<file path="src/sv/ctok_pkg.sv">
// Shared types and constants for the C source tokenizer.
// No dependencies; every other file of the block imports this package.
package ctok_pkg;

   localparam int LINE_BITS   = 20;
   localparam int COLUMN_BITS = 16;
   localparam int LENGTH_BITS = 16;
   localparam int MAX_RESULTS = 3;

   localparam logic [6:0] KIND_DOT     = 7'd13;
   localparam logic [6:0] KIND_KW_BASE = 7'd48;
   localparam logic [6:0] KIND_IDENT   = 7'd78;
   localparam logic [6:0] KIND_NUMBER  = 7'd79;
   localparam logic [6:0] KIND_CHAR    = 7'd80;
   localparam logic [6:0] KIND_STRING  = 7'd81;
   localparam logic [6:0] KIND_UNKNOWN = 7'd82;
   localparam logic [6:0] KIND_EOF     = 7'd83;

   localparam logic [2:0] ERR_NONE        = 3'd0;
   localparam logic [2:0] ERR_OPEN_BLOCK  = 3'd1;
   localparam logic [2:0] ERR_EMPTY_CHAR  = 3'd2;
   localparam logic [2:0] ERR_OPEN_CHAR   = 3'd3;
   localparam logic [2:0] ERR_OPEN_STRING = 3'd4;

   typedef enum logic [2:0] {
      MODE_IDLE, MODE_PUNCT, MODE_IDENT, MODE_NUMBER,
      MODE_CHAR, MODE_STRING, MODE_LINEC, MODE_BLOCKC
   } scan_mode_type;

   typedef struct packed {
      scan_mode_type          mode;
      logic [7:0]             held_char;
      logic                   held_two;
      logic [63:0]            kw_shift;
      logic [LINE_BITS-1:0]   tok_line;
      logic [COLUMN_BITS-1:0] tok_col;
      logic [LENGTH_BITS-1:0] len;
      logic [7:0]             prev_char;
      logic                   flag;
   } scan_state_type;

   typedef struct packed {
      logic [6:0]             kind;
      logic [LINE_BITS-1:0]   line;
      logic [COLUMN_BITS-1:0] col;
      logic [LENGTH_BITS-1:0] len;
      logic [2:0]             err;
   } result_type;

   typedef struct packed {
      result_type [MAX_RESULTS-1:0] res;
      logic [1:0]                   count;
   } bundle_type;

   localparam scan_state_type SCAN_RESET = '{
      mode: MODE_IDLE, held_char: 8'd0, held_two: 1'b0, kw_shift: 64'd0,
      tok_line: LINE_BITS'(1), tok_col: COLUMN_BITS'(1), len: '0,
      prev_char: 8'd0, flag: 1'b0};

endpackage

</file>
<file path="src/sv/c_source_tokenizer_core.sv">
// Top level of the C source tokenizer: scan state registers and the result buffer.
// Depends on ctok_pkg, ctok_step and ctok_outbuf.
//
//  channel | direction | handshake            | payload
//  req     | in        | req_valid/req_stall  | in_byte, end_of_input
//  rsp     | out       | rsp_valid/rsp_stall  | token fields, last_of_step
//
// A byte is taken when the result buffer is free, and its tokens (none to three) are
// registered at that edge; the next byte can be taken in the next cycle while the buffer stays free.
// The result buffer hands out one token per cycle while the result side does not stall, so a
// byte that makes two or three tokens holds the input until its last token is being taken.
// Reset (synchronous, active high) returns the scanner to line 1, column 1 and
// empties the result buffer.
// A stall on the result side holds the buffered tokens; input stalls once the
// buffer cannot be refilled at the next edge.
module c_source_tokenizer_core (
   input  logic                             clock,
   input  logic                             reset,
   input  logic                             req_valid,
   output logic                             req_stall,
   input  logic [7:0]                       req_in_byte,
   input  logic                             req_end_of_input,
   output logic                             rsp_valid,
   input  logic                             rsp_stall,
   output logic [6:0]                       rsp_token_kind,
   output logic [ctok_pkg::LINE_BITS-1:0]   rsp_start_line,
   output logic [ctok_pkg::COLUMN_BITS-1:0] rsp_start_column,
   output logic [ctok_pkg::LENGTH_BITS-1:0] rsp_token_length,
   output logic [2:0]                       rsp_error_code,
   output logic                             rsp_last_of_step
);
   import ctok_pkg::*;

   scan_state_type         scan_ff, scan_in;
   logic [LINE_BITS-1:0]   line_ff, line_in;
   logic [COLUMN_BITS-1:0] col_ff, col_in;
   bundle_type             bundle;
   result_type             out_res;
   logic                   free;
   logic                   accept;

   // A transaction is taken only when the result buffer can take its tokens.
   assign req_stall = !free;
   assign accept = req_valid && free;

   ctok_step u_step (
      .state_ff     (scan_ff),
      .cur_line     (line_ff),
      .cur_col      (col_ff),
      .in_byte      (req_in_byte),
      .end_of_input (req_end_of_input),
      .state_in     (scan_in),
      .line_in      (line_in),
      .col_in       (col_in),
      .bundle       (bundle)
   );

   // Scan state advances on every accepted transaction.
   always_ff @(posedge clock) begin
      if (reset) begin
         scan_ff <= SCAN_RESET;
         line_ff <= LINE_BITS'(1);
         col_ff <= COLUMN_BITS'(1);
      end else if (accept) begin
         scan_ff <= scan_in;
         line_ff <= line_in;
         col_ff <= col_in;
      end
   end

   ctok_outbuf u_outbuf (
      .clock       (clock),
      .reset       (reset),
      .load        (accept && bundle.count != 2'd0),
      .load_bundle (bundle),
      .free        (free),
      .out_valid   (rsp_valid),
      .out_stall   (rsp_stall),
      .out_res     (out_res),
      .out_last    (rsp_last_of_step)
   );

   assign rsp_token_kind = out_res.kind;
   assign rsp_start_line = out_res.line;
   assign rsp_start_column = out_res.col;
   assign rsp_token_length = out_res.len;
   assign rsp_error_code = out_res.err;

endmodule

</file>
<file path="src/sv/ctok_step.sv">
// Combinational scan step: next scan state and up to three tokens for one byte.
// Depends on ctok_pkg.
module ctok_step (
   input  ctok_pkg::scan_state_type         state_ff,
   input  logic [ctok_pkg::LINE_BITS-1:0]   cur_line,
   input  logic [ctok_pkg::COLUMN_BITS-1:0] cur_col,
   input  logic [7:0]                       in_byte,
   input  logic                             end_of_input,
   output ctok_pkg::scan_state_type         state_in,
   output logic [ctok_pkg::LINE_BITS-1:0]   line_in,
   output logic [ctok_pkg::COLUMN_BITS-1:0] col_in,
   output ctok_pkg::bundle_type             bundle
);
   import ctok_pkg::*;

   typedef struct packed {
      scan_state_type st;
      logic           emit;
      result_type     res;
      logic           again;
   } feed_type;

   localparam logic [63:0] KW_TABLE [30] = '{
      "break", "case", "char", "const", "continue", "default", "do", "double",
      "else", "enum", "extern", "float", "for", "goto", "if", "inline", "int",
      "long", "return", "short", "signed", "sizeof", "static", "struct",
      "switch", "typedef", "union", "unsigned", "void", "while"};

   function automatic logic is_alpha(logic [7:0] b);
      return (b >= "a" && b <= "z") || (b >= "A" && b <= "Z");
   endfunction

   function automatic logic is_digit(logic [7:0] b);
      return b >= "0" && b <= "9";
   endfunction

   function automatic logic is_word(logic [7:0] b);
      return is_alpha(b) || is_digit(b) || b == "_";
   endfunction

   // Single-character punctuators; bit 7 flags a match.
   function automatic logic [7:0] punct1(logic [7:0] a);
      logic [7:0] k;
      case (a)
         "?": k = 8'h80 | 8'd0;
         "(": k = 8'h80 | 8'd1;
         ")": k = 8'h80 | 8'd2;
         "[": k = 8'h80 | 8'd3;
         "]": k = 8'h80 | 8'd4;
         "{": k = 8'h80 | 8'd5;
         "}": k = 8'h80 | 8'd6;
         "~": k = 8'h80 | 8'd7;
         ";": k = 8'h80 | 8'd8;
         ",": k = 8'h80 | 8'd9;
         ":": k = 8'h80 | 8'd10;
         "=": k = 8'h80 | 8'd11;
         ".": k = 8'h80 | 8'd13;
         "&": k = 8'h80 | 8'd15;
         "*": k = 8'h80 | 8'd18;
         "+": k = 8'h80 | 8'd20;
         "-": k = 8'h80 | 8'd23;
         "!": k = 8'h80 | 8'd27;
         "/": k = 8'h80 | 8'd29;
         "%": k = 8'h80 | 8'd31;
         "<": k = 8'h80 | 8'd33;
         ">": k = 8'h80 | 8'd37;
         "^": k = 8'h80 | 8'd41;
         "|": k = 8'h80 | 8'd43;
         "#": k = 8'h80 | 8'd46;
         default: k = 8'h00;
      endcase
      return k;
   endfunction

   function automatic logic [7:0] punct2(logic [7:0] a, logic [7:0] b);
      logic [7:0] k;
      case ({a, b})
         "==": k = 8'h80 | 8'd12;
         "&&": k = 8'h80 | 8'd16;
         "&=": k = 8'h80 | 8'd17;
         "*=": k = 8'h80 | 8'd19;
         "++": k = 8'h80 | 8'd21;
         "+=": k = 8'h80 | 8'd22;
         "--": k = 8'h80 | 8'd24;
         "->": k = 8'h80 | 8'd25;
         "-=": k = 8'h80 | 8'd26;
         "!=": k = 8'h80 | 8'd28;
         "/=": k = 8'h80 | 8'd30;
         "%=": k = 8'h80 | 8'd32;
         "<<": k = 8'h80 | 8'd34;
         "<=": k = 8'h80 | 8'd35;
         ">>": k = 8'h80 | 8'd38;
         ">=": k = 8'h80 | 8'd39;
         "^=": k = 8'h80 | 8'd42;
         "|=": k = 8'h80 | 8'd44;
         "||": k = 8'h80 | 8'd45;
         "##": k = 8'h80 | 8'd47;
         default: k = 8'h00;
      endcase
      return k;
   endfunction

   function automatic logic [6:0] punct3(logic [7:0] a);
      logic [6:0] k;
      case (a)
         ".": k = 7'd14;
         "<": k = 7'd36;
         default: k = 7'd40;
      endcase
      return k;
   endfunction

   function automatic logic is_prefix(logic [7:0] a);
      return a == "=" || a == "." || a == "&" || a == "*" || a == "+" || a == "-" ||
             a == "!" || a == "/" || a == "%" || a == "<" || a == ">" || a == "^" ||
             a == "|" || a == "#";
   endfunction

   function automatic logic [LENGTH_BITS-1:0] sat_len(logic [LENGTH_BITS-1:0] v);
      return (&v) ? v : v + 1'b1;
   endfunction

   function automatic logic [COLUMN_BITS-1:0] sat_col(logic [COLUMN_BITS-1:0] v);
      return (&v) ? v : v + 1'b1;
   endfunction

   function automatic logic [LINE_BITS-1:0] sat_line(logic [LINE_BITS-1:0] v);
      return (&v) ? v : v + 1'b1;
   endfunction

   function automatic logic [6:0] ident_kind(scan_state_type s);
      logic [6:0] k;
      k = KIND_IDENT;
      if (s.len <= LENGTH_BITS'(8)) begin
         for (int i = 0; i < 30; i++) begin
            if (KW_TABLE[i] == s.kw_shift) k = KIND_KW_BASE + 7'(i);
         end
      end
      return k;
   endfunction

   function automatic result_type tok(scan_state_type s, logic [6:0] kind, logic [2:0] err);
      return '{kind: kind, line: s.tok_line, col: s.tok_col, len: s.len, err: err};
   endfunction

   // One pass over the byte; again asks for the same byte to be handled once more.
   function automatic feed_type feed_once(scan_state_type s, logic [7:0] b,
                                          logic [LINE_BITS-1:0] cl,
                                          logic [COLUMN_BITS-1:0] cc);
      feed_type   f;
      logic [7:0] c;
      logic [7:0] k;
      f = '{st: s, emit: 1'b0, res: '0, again: 1'b0};
      c = s.held_char;
      k = 8'd0;
      case (s.mode)
         MODE_PUNCT: begin
            if (s.held_two) begin
               if ((c == "." && b == ".") || (c != "." && b == "=")) begin
                  f.st.len = LENGTH_BITS'(3);
                  f.emit = 1'b1;
                  f.res = tok(f.st, punct3(c), ERR_NONE);
                  f.st.mode = MODE_IDLE;
               end else if (c == ".") begin
                  // The first of two held dots leaves as a dot of its own.
                  f.emit = 1'b1;
                  f.res = '{kind: KIND_DOT, line: s.tok_line, col: s.tok_col,
                            len: LENGTH_BITS'(1), err: ERR_NONE};
                  f.st.tok_col = sat_col(s.tok_col);
                  f.st.held_two = 1'b0;
                  f.st.len = LENGTH_BITS'(1);
                  f.again = 1'b1;
               end else begin
                  f.emit = 1'b1;
                  f.res = tok(s, punct2(c, c)[6:0], ERR_NONE);
                  f.st.mode = MODE_IDLE;
                  f.again = 1'b1;
               end
            end else if (c == "." && is_digit(b)) begin
               f.st.mode = MODE_NUMBER;
               f.st.len = sat_len(s.len);
               f.st.prev_char = b;
            end else if (c == b && (c == "." || c == "<" || c == ">")) begin
               f.st.held_two = 1'b1;
               f.st.len = sat_len(s.len);
            end else if (c == "/" && (b == "/" || b == "*")) begin
               f.st.mode = (b == "/") ? MODE_LINEC : MODE_BLOCKC;
               f.st.len = sat_len(s.len);
               f.st.flag = 1'b0;
            end else begin
               k = punct2(c, b);
               if (k[7]) begin
                  f.st.len = sat_len(s.len);
                  f.emit = 1'b1;
                  f.res = tok(f.st, k[6:0], ERR_NONE);
                  f.st.mode = MODE_IDLE;
               end else begin
                  f.emit = 1'b1;
                  f.res = tok(s, punct1(c)[6:0], ERR_NONE);
                  f.st.mode = MODE_IDLE;
                  f.again = 1'b1;
               end
            end
         end
         MODE_IDENT: begin
            if (is_word(b)) begin
               f.st.len = sat_len(s.len);
               f.st.kw_shift = {s.kw_shift[55:0], b};
            end else begin
               f.emit = 1'b1;
               f.res = tok(s, ident_kind(s), ERR_NONE);
               f.st.mode = MODE_IDLE;
               f.again = 1'b1;
            end
         end
         MODE_NUMBER: begin
            if (is_word(b) || b == "." || ((b == "+" || b == "-") &&
                ((s.prev_char | 8'h20) == "e" || (s.prev_char | 8'h20) == "p"))) begin
               f.st.len = sat_len(s.len);
               f.st.prev_char = b;
            end else begin
               f.emit = 1'b1;
               f.res = tok(s, KIND_NUMBER, ERR_NONE);
               f.st.mode = MODE_IDLE;
               f.again = 1'b1;
            end
         end
         MODE_CHAR, MODE_STRING: begin
            if (s.flag) begin
               f.st.flag = 1'b0;
               f.st.len = sat_len(s.len);
            end else if (b == 8'h0A) begin
               f.emit = 1'b1;
               f.res = tok(s, KIND_UNKNOWN,
                           (s.mode == MODE_CHAR) ? ERR_OPEN_CHAR : ERR_OPEN_STRING);
               f.st.mode = MODE_IDLE;
            end else begin
               f.st.len = sat_len(s.len);
               if (s.mode == MODE_CHAR && b == "'") begin
                  f.emit = 1'b1;
                  f.res = (f.st.len == LENGTH_BITS'(2)) ?
                          tok(f.st, KIND_UNKNOWN, ERR_EMPTY_CHAR) :
                          tok(f.st, KIND_CHAR, ERR_NONE);
                  f.st.mode = MODE_IDLE;
               end else if (s.mode == MODE_STRING && b == "\"") begin
                  f.emit = 1'b1;
                  f.res = tok(f.st, KIND_STRING, ERR_NONE);
                  f.st.mode = MODE_IDLE;
               end else if (b == "\\") begin
                  f.st.flag = 1'b1;
               end
            end
         end
         MODE_LINEC: begin
            f.st.len = sat_len(s.len);
            if (b == 8'h0A) f.st.mode = MODE_IDLE;
         end
         MODE_BLOCKC: begin
            f.st.len = sat_len(s.len);
            if (s.flag && b == "/") f.st.mode = MODE_IDLE;
            else f.st.flag = (b == "*");
         end
         default: begin
            f.st.mode = MODE_IDLE;
            k = punct1(b);
            if (is_alpha(b) || is_digit(b) || b == "_" || b == "'" || b == "\"" || k[7]) begin
               f.st.tok_line = cl;
               f.st.tok_col = cc;
               f.st.len = LENGTH_BITS'(1);
               f.st.flag = 1'b0;
            end
            if (is_alpha(b) || b == "_") begin
               f.st.mode = MODE_IDENT;
               f.st.kw_shift = {56'd0, b};
            end else if (is_digit(b)) begin
               f.st.mode = MODE_NUMBER;
               f.st.prev_char = b;
            end else if (b == "'") begin
               f.st.mode = MODE_CHAR;
            end else if (b == "\"") begin
               f.st.mode = MODE_STRING;
            end else if (k[7]) begin
               f.st.mode = MODE_PUNCT;
               f.st.held_char = b;
               f.st.held_two = 1'b0;
               if (!is_prefix(b)) begin
                  f.emit = 1'b1;
                  f.res = tok(f.st, k[6:0], ERR_NONE);
                  f.st.mode = MODE_IDLE;
               end
            end
         end
      endcase
      return f;
   endfunction

   feed_type       f0, f1, f2;
   result_type     list [MAX_RESULTS];
   logic           list_ok [MAX_RESULTS];
   scan_state_type fs;
   logic [1:0]     cnt;

   always_comb begin
      f0 = feed_once(state_ff, in_byte, cur_line, cur_col);
      f1 = f0.again ? feed_once(f0.st, in_byte, cur_line, cur_col) : '0;
      f2 = (f0.again && f1.again) ? feed_once(f1.st, in_byte, cur_line, cur_col) : '0;
      fs = state_ff;
      for (int i = 0; i < MAX_RESULTS; i++) begin
         list[i] = '0;
         list_ok[i] = 1'b0;
      end
      if (end_of_input) begin
         // Flush whatever token is open, then the end-of-file token.
         case (state_ff.mode)
            MODE_PUNCT: begin
               list_ok[0] = 1'b1;
               if (state_ff.held_two && state_ff.held_char == ".") begin
                  list[0] = '{kind: KIND_DOT, line: state_ff.tok_line,
                              col: state_ff.tok_col, len: LENGTH_BITS'(1), err: ERR_NONE};
                  list[1] = '{kind: KIND_DOT, line: state_ff.tok_line,
                              col: sat_col(state_ff.tok_col), len: LENGTH_BITS'(1),
                              err: ERR_NONE};
                  list_ok[1] = 1'b1;
               end else if (state_ff.held_two) begin
                  list[0] = tok(state_ff, punct2(state_ff.held_char,
                                                 state_ff.held_char)[6:0], ERR_NONE);
               end else begin
                  list[0] = tok(state_ff, punct1(state_ff.held_char)[6:0], ERR_NONE);
               end
            end
            MODE_IDENT: begin
               list_ok[0] = 1'b1;
               list[0] = tok(state_ff, ident_kind(state_ff), ERR_NONE);
            end
            MODE_NUMBER: begin
               list_ok[0] = 1'b1;
               list[0] = tok(state_ff, KIND_NUMBER, ERR_NONE);
            end
            MODE_CHAR: begin
               list_ok[0] = 1'b1;
               list[0] = tok(state_ff, KIND_UNKNOWN, ERR_OPEN_CHAR);
            end
            MODE_STRING: begin
               list_ok[0] = 1'b1;
               list[0] = tok(state_ff, KIND_UNKNOWN, ERR_OPEN_STRING);
            end
            MODE_BLOCKC: begin
               list_ok[0] = 1'b1;
               list[0] = tok(state_ff, KIND_UNKNOWN, ERR_OPEN_BLOCK);
            end
            default: begin
               list_ok[0] = 1'b0;
            end
         endcase
         list_ok[2] = 1'b1;
         list[2] = '{kind: KIND_EOF, line: cur_line, col: cur_col,
                     len: LENGTH_BITS'(1), err: ERR_NONE};
         fs = SCAN_RESET;
         line_in = LINE_BITS'(1);
         col_in = COLUMN_BITS'(1);
      end else begin
         list[0] = f0.res;
         list_ok[0] = f0.emit;
         list[1] = f1.res;
         list_ok[1] = f0.again && f1.emit;
         list[2] = f2.res;
         list_ok[2] = f0.again && f1.again && f2.emit;
         fs = f0.again ? (f1.again ? f2.st : f1.st) : f0.st;
         if (in_byte == 8'h0A) begin
            line_in = sat_line(cur_line);
            col_in = COLUMN_BITS'(1);
         end else begin
            line_in = cur_line;
            col_in = sat_col(cur_col);
         end
      end
      // Pack the emitted tokens in order.
      bundle = '0;
      cnt = 2'd0;
      for (int i = 0; i < MAX_RESULTS; i++) begin
         if (list_ok[i]) begin
            bundle.res[cnt] = list[i];
            cnt = cnt + 2'd1;
         end
      end
      bundle.count = cnt;
      state_in = fs;
   end

endmodule

</file>
<file path="src/sv/ctok_outbuf.sv">
// Result buffer: holds the tokens of one byte and hands them out one per cycle unless stalled.
// Depends on ctok_pkg.
module ctok_outbuf (
   input  logic                 clock,
   input  logic                 reset,
   input  logic                 load,
   input  ctok_pkg::bundle_type load_bundle,
   output logic                 free,
   output logic                 out_valid,
   input  logic                 out_stall,
   output ctok_pkg::result_type out_res,
   output logic                 out_last
);
   import ctok_pkg::*;

   result_type [MAX_RESULTS-1:0] slots_ff, slots_in;
   logic [1:0]                   count_ff, count_in;
   logic [1:0]                   head_ff, head_in;
   logic                         take;

   assign out_valid = (count_ff != 2'd0);
   assign take = out_valid && !out_stall;
   assign free = (count_ff == 2'd0) || (count_ff == 2'd1 && !out_stall);
   assign out_res = slots_ff[head_ff];
   assign out_last = (count_ff == 2'd1);

   always_comb begin
      slots_in = slots_ff;
      count_in = count_ff;
      head_in = head_ff;
      if (take) begin
         count_in = count_ff - 2'd1;
         head_in = head_ff + 2'd1;
      end
      if (load) begin
         slots_in = load_bundle.res;
         count_in = load_bundle.count;
         head_in = 2'd0;
      end
   end

   always_ff @(posedge clock) begin
      slots_ff <= slots_in;
      if (reset) begin
         count_ff <= 2'd0;
         head_ff <= 2'd0;
      end else begin
         count_ff <= count_in;
         head_ff <= head_in;
      end
   end

endmodule

</file>
<file path="config.mk">
export PLATFORM = sky130hd
export DESIGN_NAME = c_source_tokenizer_core
export DESIGN_NICKNAME = d
export VERILOG_FILES = /design/src/sv/ctok_pkg.sv /design/src/sv/c_source_tokenizer_core.sv /design/src/sv/ctok_step.sv /design/src/sv/ctok_outbuf.sv
export SDC_FILE = /design/constraint.sdc
export NUM_CORES = 2
export LEC_CHECK = 0
export BUFFER_PORTS_ARGS = -buffer_cell sky130_fd_sc_hd__buf_2
export CORE_UTILIZATION = 45
export DETAILED_ROUTE_END_ITERATION = 12
export PLACE_DENSITY_LB_ADDON = 0.2
export SLEW_MARGIN = 20
export SYNTH_ARGS = -nofsm -noshare
export SYNTH_HDL_FRONTEND = slang
export SYNTH_SLANG_ARGS = --single-unit
</file>
<file path="constraint.sdc">
create_clock -name clock -period 28.4 [get_ports clock]
set_clock_uncertainty 0.05 [all_clocks]
set_input_delay 1.42 -clock clock [delete_from_list [all_inputs] [get_ports clock]]
set_output_delay 1.42 -clock clock [all_outputs]
set_load 0.01 [all_outputs]
</file>
==> reports/results.tsv <==
metric	value	unit
status	finished, final reports clean	
TritonRoute pass-1 iters	9	
gr usage total	37.3	%
Resized cells post-CTS	0	
Final TNS setup	0	ps
Clock transition at path regs	60	ps
post-synthesis cell type count	109	
top cell type's share of synthesized area	22.1	%
chip height	239	um
Fin. Hold Viols	0	
I/O pins	78	
EDFF count, synth	186	
share of flip-flops with an asynchronous set or reset	0	%
Synth area leaders	edfxtp_1 22%, dfxtp_1 14%, a22o_1 5.3%	
Pleak	0.00931	uW
Max FO, Critical Path	87	
wire per inst	28.4	um
area leader, netlist	edfxtp_1	
hpwl dp	78200	um
fmax	111	MHz
initial drt markers	3508	
core box area	0.0553	sq mm
Hold-fix buffers, CTS	0	
post-synthesis cell count	3078	
CTS Buf Count	41	
crit share post-route	31.8	%
routed vias	26600	
post-synthesis sequential area ratio	36.0	%
placed cell count	3764	
dominant synthesized flop cell	edfxtp_1	
die area	0.0571	sq mm
initial antenna violation count	2	
vias in the first global route	24700	
Data required, critical path	28540	ps
crit end category	flop	
CP Class	primary input to flop	
setup bufs post-CTS	0	
Die X	239	um
placed inst area	0.0264	sq mm
final setup violation count	0	
layout net count	3084	
synth cell count leaders	346 x nand2_1, 276 x nor2_1, 230 x o21ai_0, 186 x edfxtp_1, 184 x clkbuf_1	
# port buffers	77	
crit path time final	9020	ps
Relative slew margins	14.0	%
gpl congestion	1.05	
Yosys reg bits	362	
share of cells above drive strength 1	9.48	%
vias per cell	6.92	
Worst setup SP type	primary input	
Worst Hold Class	flop to flop	
Max Cap Viol	0	
final instance area	0.0277	sq mm
RSZ-0062 raised after global routing	no	
H-tree depth	2	
worst skew pair latency	590	ps
first-pass GRT wire length	161000	um
CTS Buffer Depth	3	
Finished Layout Cells	3841	
Peak VDD IR	0.0604	mV
Avg Inst Size Synth	8.21	sq um
TritonCTS sink count	362	
most frequent cell after synthesis	nand2_1	
Cell Area, Synth	0.0253	sq mm
WL final	109000	um
# fillers	5405	
max-slew violation total from the final report	0	
PD cells	54.3	mW/mm^2
Worst Max-Slew Pin Slew	1280	ps
synth-to-layout area growth	9.69	%
# rows	86	
CTS Root Cell	clkbuf_16	
DRC viols	0	
Detail Route Antenna Nets	0	
CP arrival	9160	ps
CTS tree	done	
largest net degree at the start of global routing	88	
Yosys warnings	0	
gr ovfl total	0	
initial core utilization	45.7	%
## kinds of logic after synthesis
group	share of synthesized area (%)
compound gates	25.2
xor+xnor	2.04
fa+ha+maj	0.594
buf+inv	4.93
flops	36.0
mux	4.43
other cells	0.0148
simple gates	26.7
## worst max-delay path, stage by stage
cell       delay [ps]
buf_2             570
nand4b_1          460
o21ai_0           200
o2111ai_1         420
and3_1            500
a21oi_4           160
buf_4             430
mux2_2            440
mux2i_1           320
a21oi_1           240
o21bai_1          380
a31oi_1           280
nor2_1            320
inv_1              80
ha_1              410
inv_1             300
a21oi_2           210
a221oi_4          370
buf_4             580
buf_4             920
## metrics by stage
step,utilization (%),hold WS (ps),power (uW),worst slack [ps]
2_1_floorplan,-,371,872,8250
3_3_place_gp,47.6,391,977,19270
3_5_place_dp,47.7,394,984,18910
4_1_cts,50.1,409,1500,19490
5_1_grt,50.1,422,1560,19090
6_report,50.1,409,1500,19380
## cell usage in the layout, fill, tap and decap left out, types with 46 or more instances in the layout
master,instances
nor4_1,53
dfxtp_1,174
a22o_1,153
nand4_1,57
and3_1,65
a21oi_1,164
o21ai_0,229
edfxtp_1,186
nor3_1,114
nor2_1,274
buf_4,75
nand2_1,346
buf_2,77
mux2i_1,103
o22ai_1,46
nand3_1,112
## cell type report
| class | count | area, sq um | share of cell area (%) |
|---|---|---|---|
| well taps | 748 | 936 | 3.37 |
| repair buffers | 155 | 1030 | 3.72 |
| flip-flops and latches | 362 | 9110 | 32.9 |
| inverters | 42 | 158 | 0.568 |
| multi-input cells | 2457 | 15200 | 54.7 |
| clock buffers | 51 | 1080 | 3.91 |
| clock inverters | 25 | 230 | 0.830 |
| diodes | 1 | 2.50 | 0.00902 |
## state kept, by name, indices dropped and copies added (netlist names)
| register | count |
|---|---|
| u_outbuf.slots_ff | 186 |
| scan_ff | 136 |
| line_ff | 20 |
| col_ff | 16 |
| u_outbuf.count_ff | 2 |
| u_outbuf.head_ff | 2 |
## metal layers
metal	global-route usage [%]	up-vias	wire length, um
met5	0	-	0
met4	15.7	0	5080
met3	8.23	318	12500
met2	55.3	1879	46100
met1	52.1	12700	45500
li1	-	11700	-
## power breakdown
group | leakage, uW | internal [uW] | switching (uW)
sequential | 0.00318 | 600 | 25.0
clock | 0.000641 | 293 | 230
combinational | 0.00549 | 105 | 251
total | 0.00931 | 999 | 506
## final timing paths
path	end	slack, ps	depth (start not counted)	from
max	u_outbuf.slots_ff[6]$_DFFE_PP_	19380	20	req_in_byte[1]
min	scan_ff[8]$_SDFFE_PP0P_	410	1	scan_ff[8]$_SDFFE_PP0P_
max reg2reg	u_outbuf.slots_ff[6]$_DFFE_PP_	20510	18	scan_ff[131]$_SDFFE_PP0P_
min reg2reg	scan_ff[8]$_SDFFE_PP0P_	410	1	scan_ff[8]$_SDFFE_PP0P_
No activity file was read; power rests on OpenSTA's default activity.
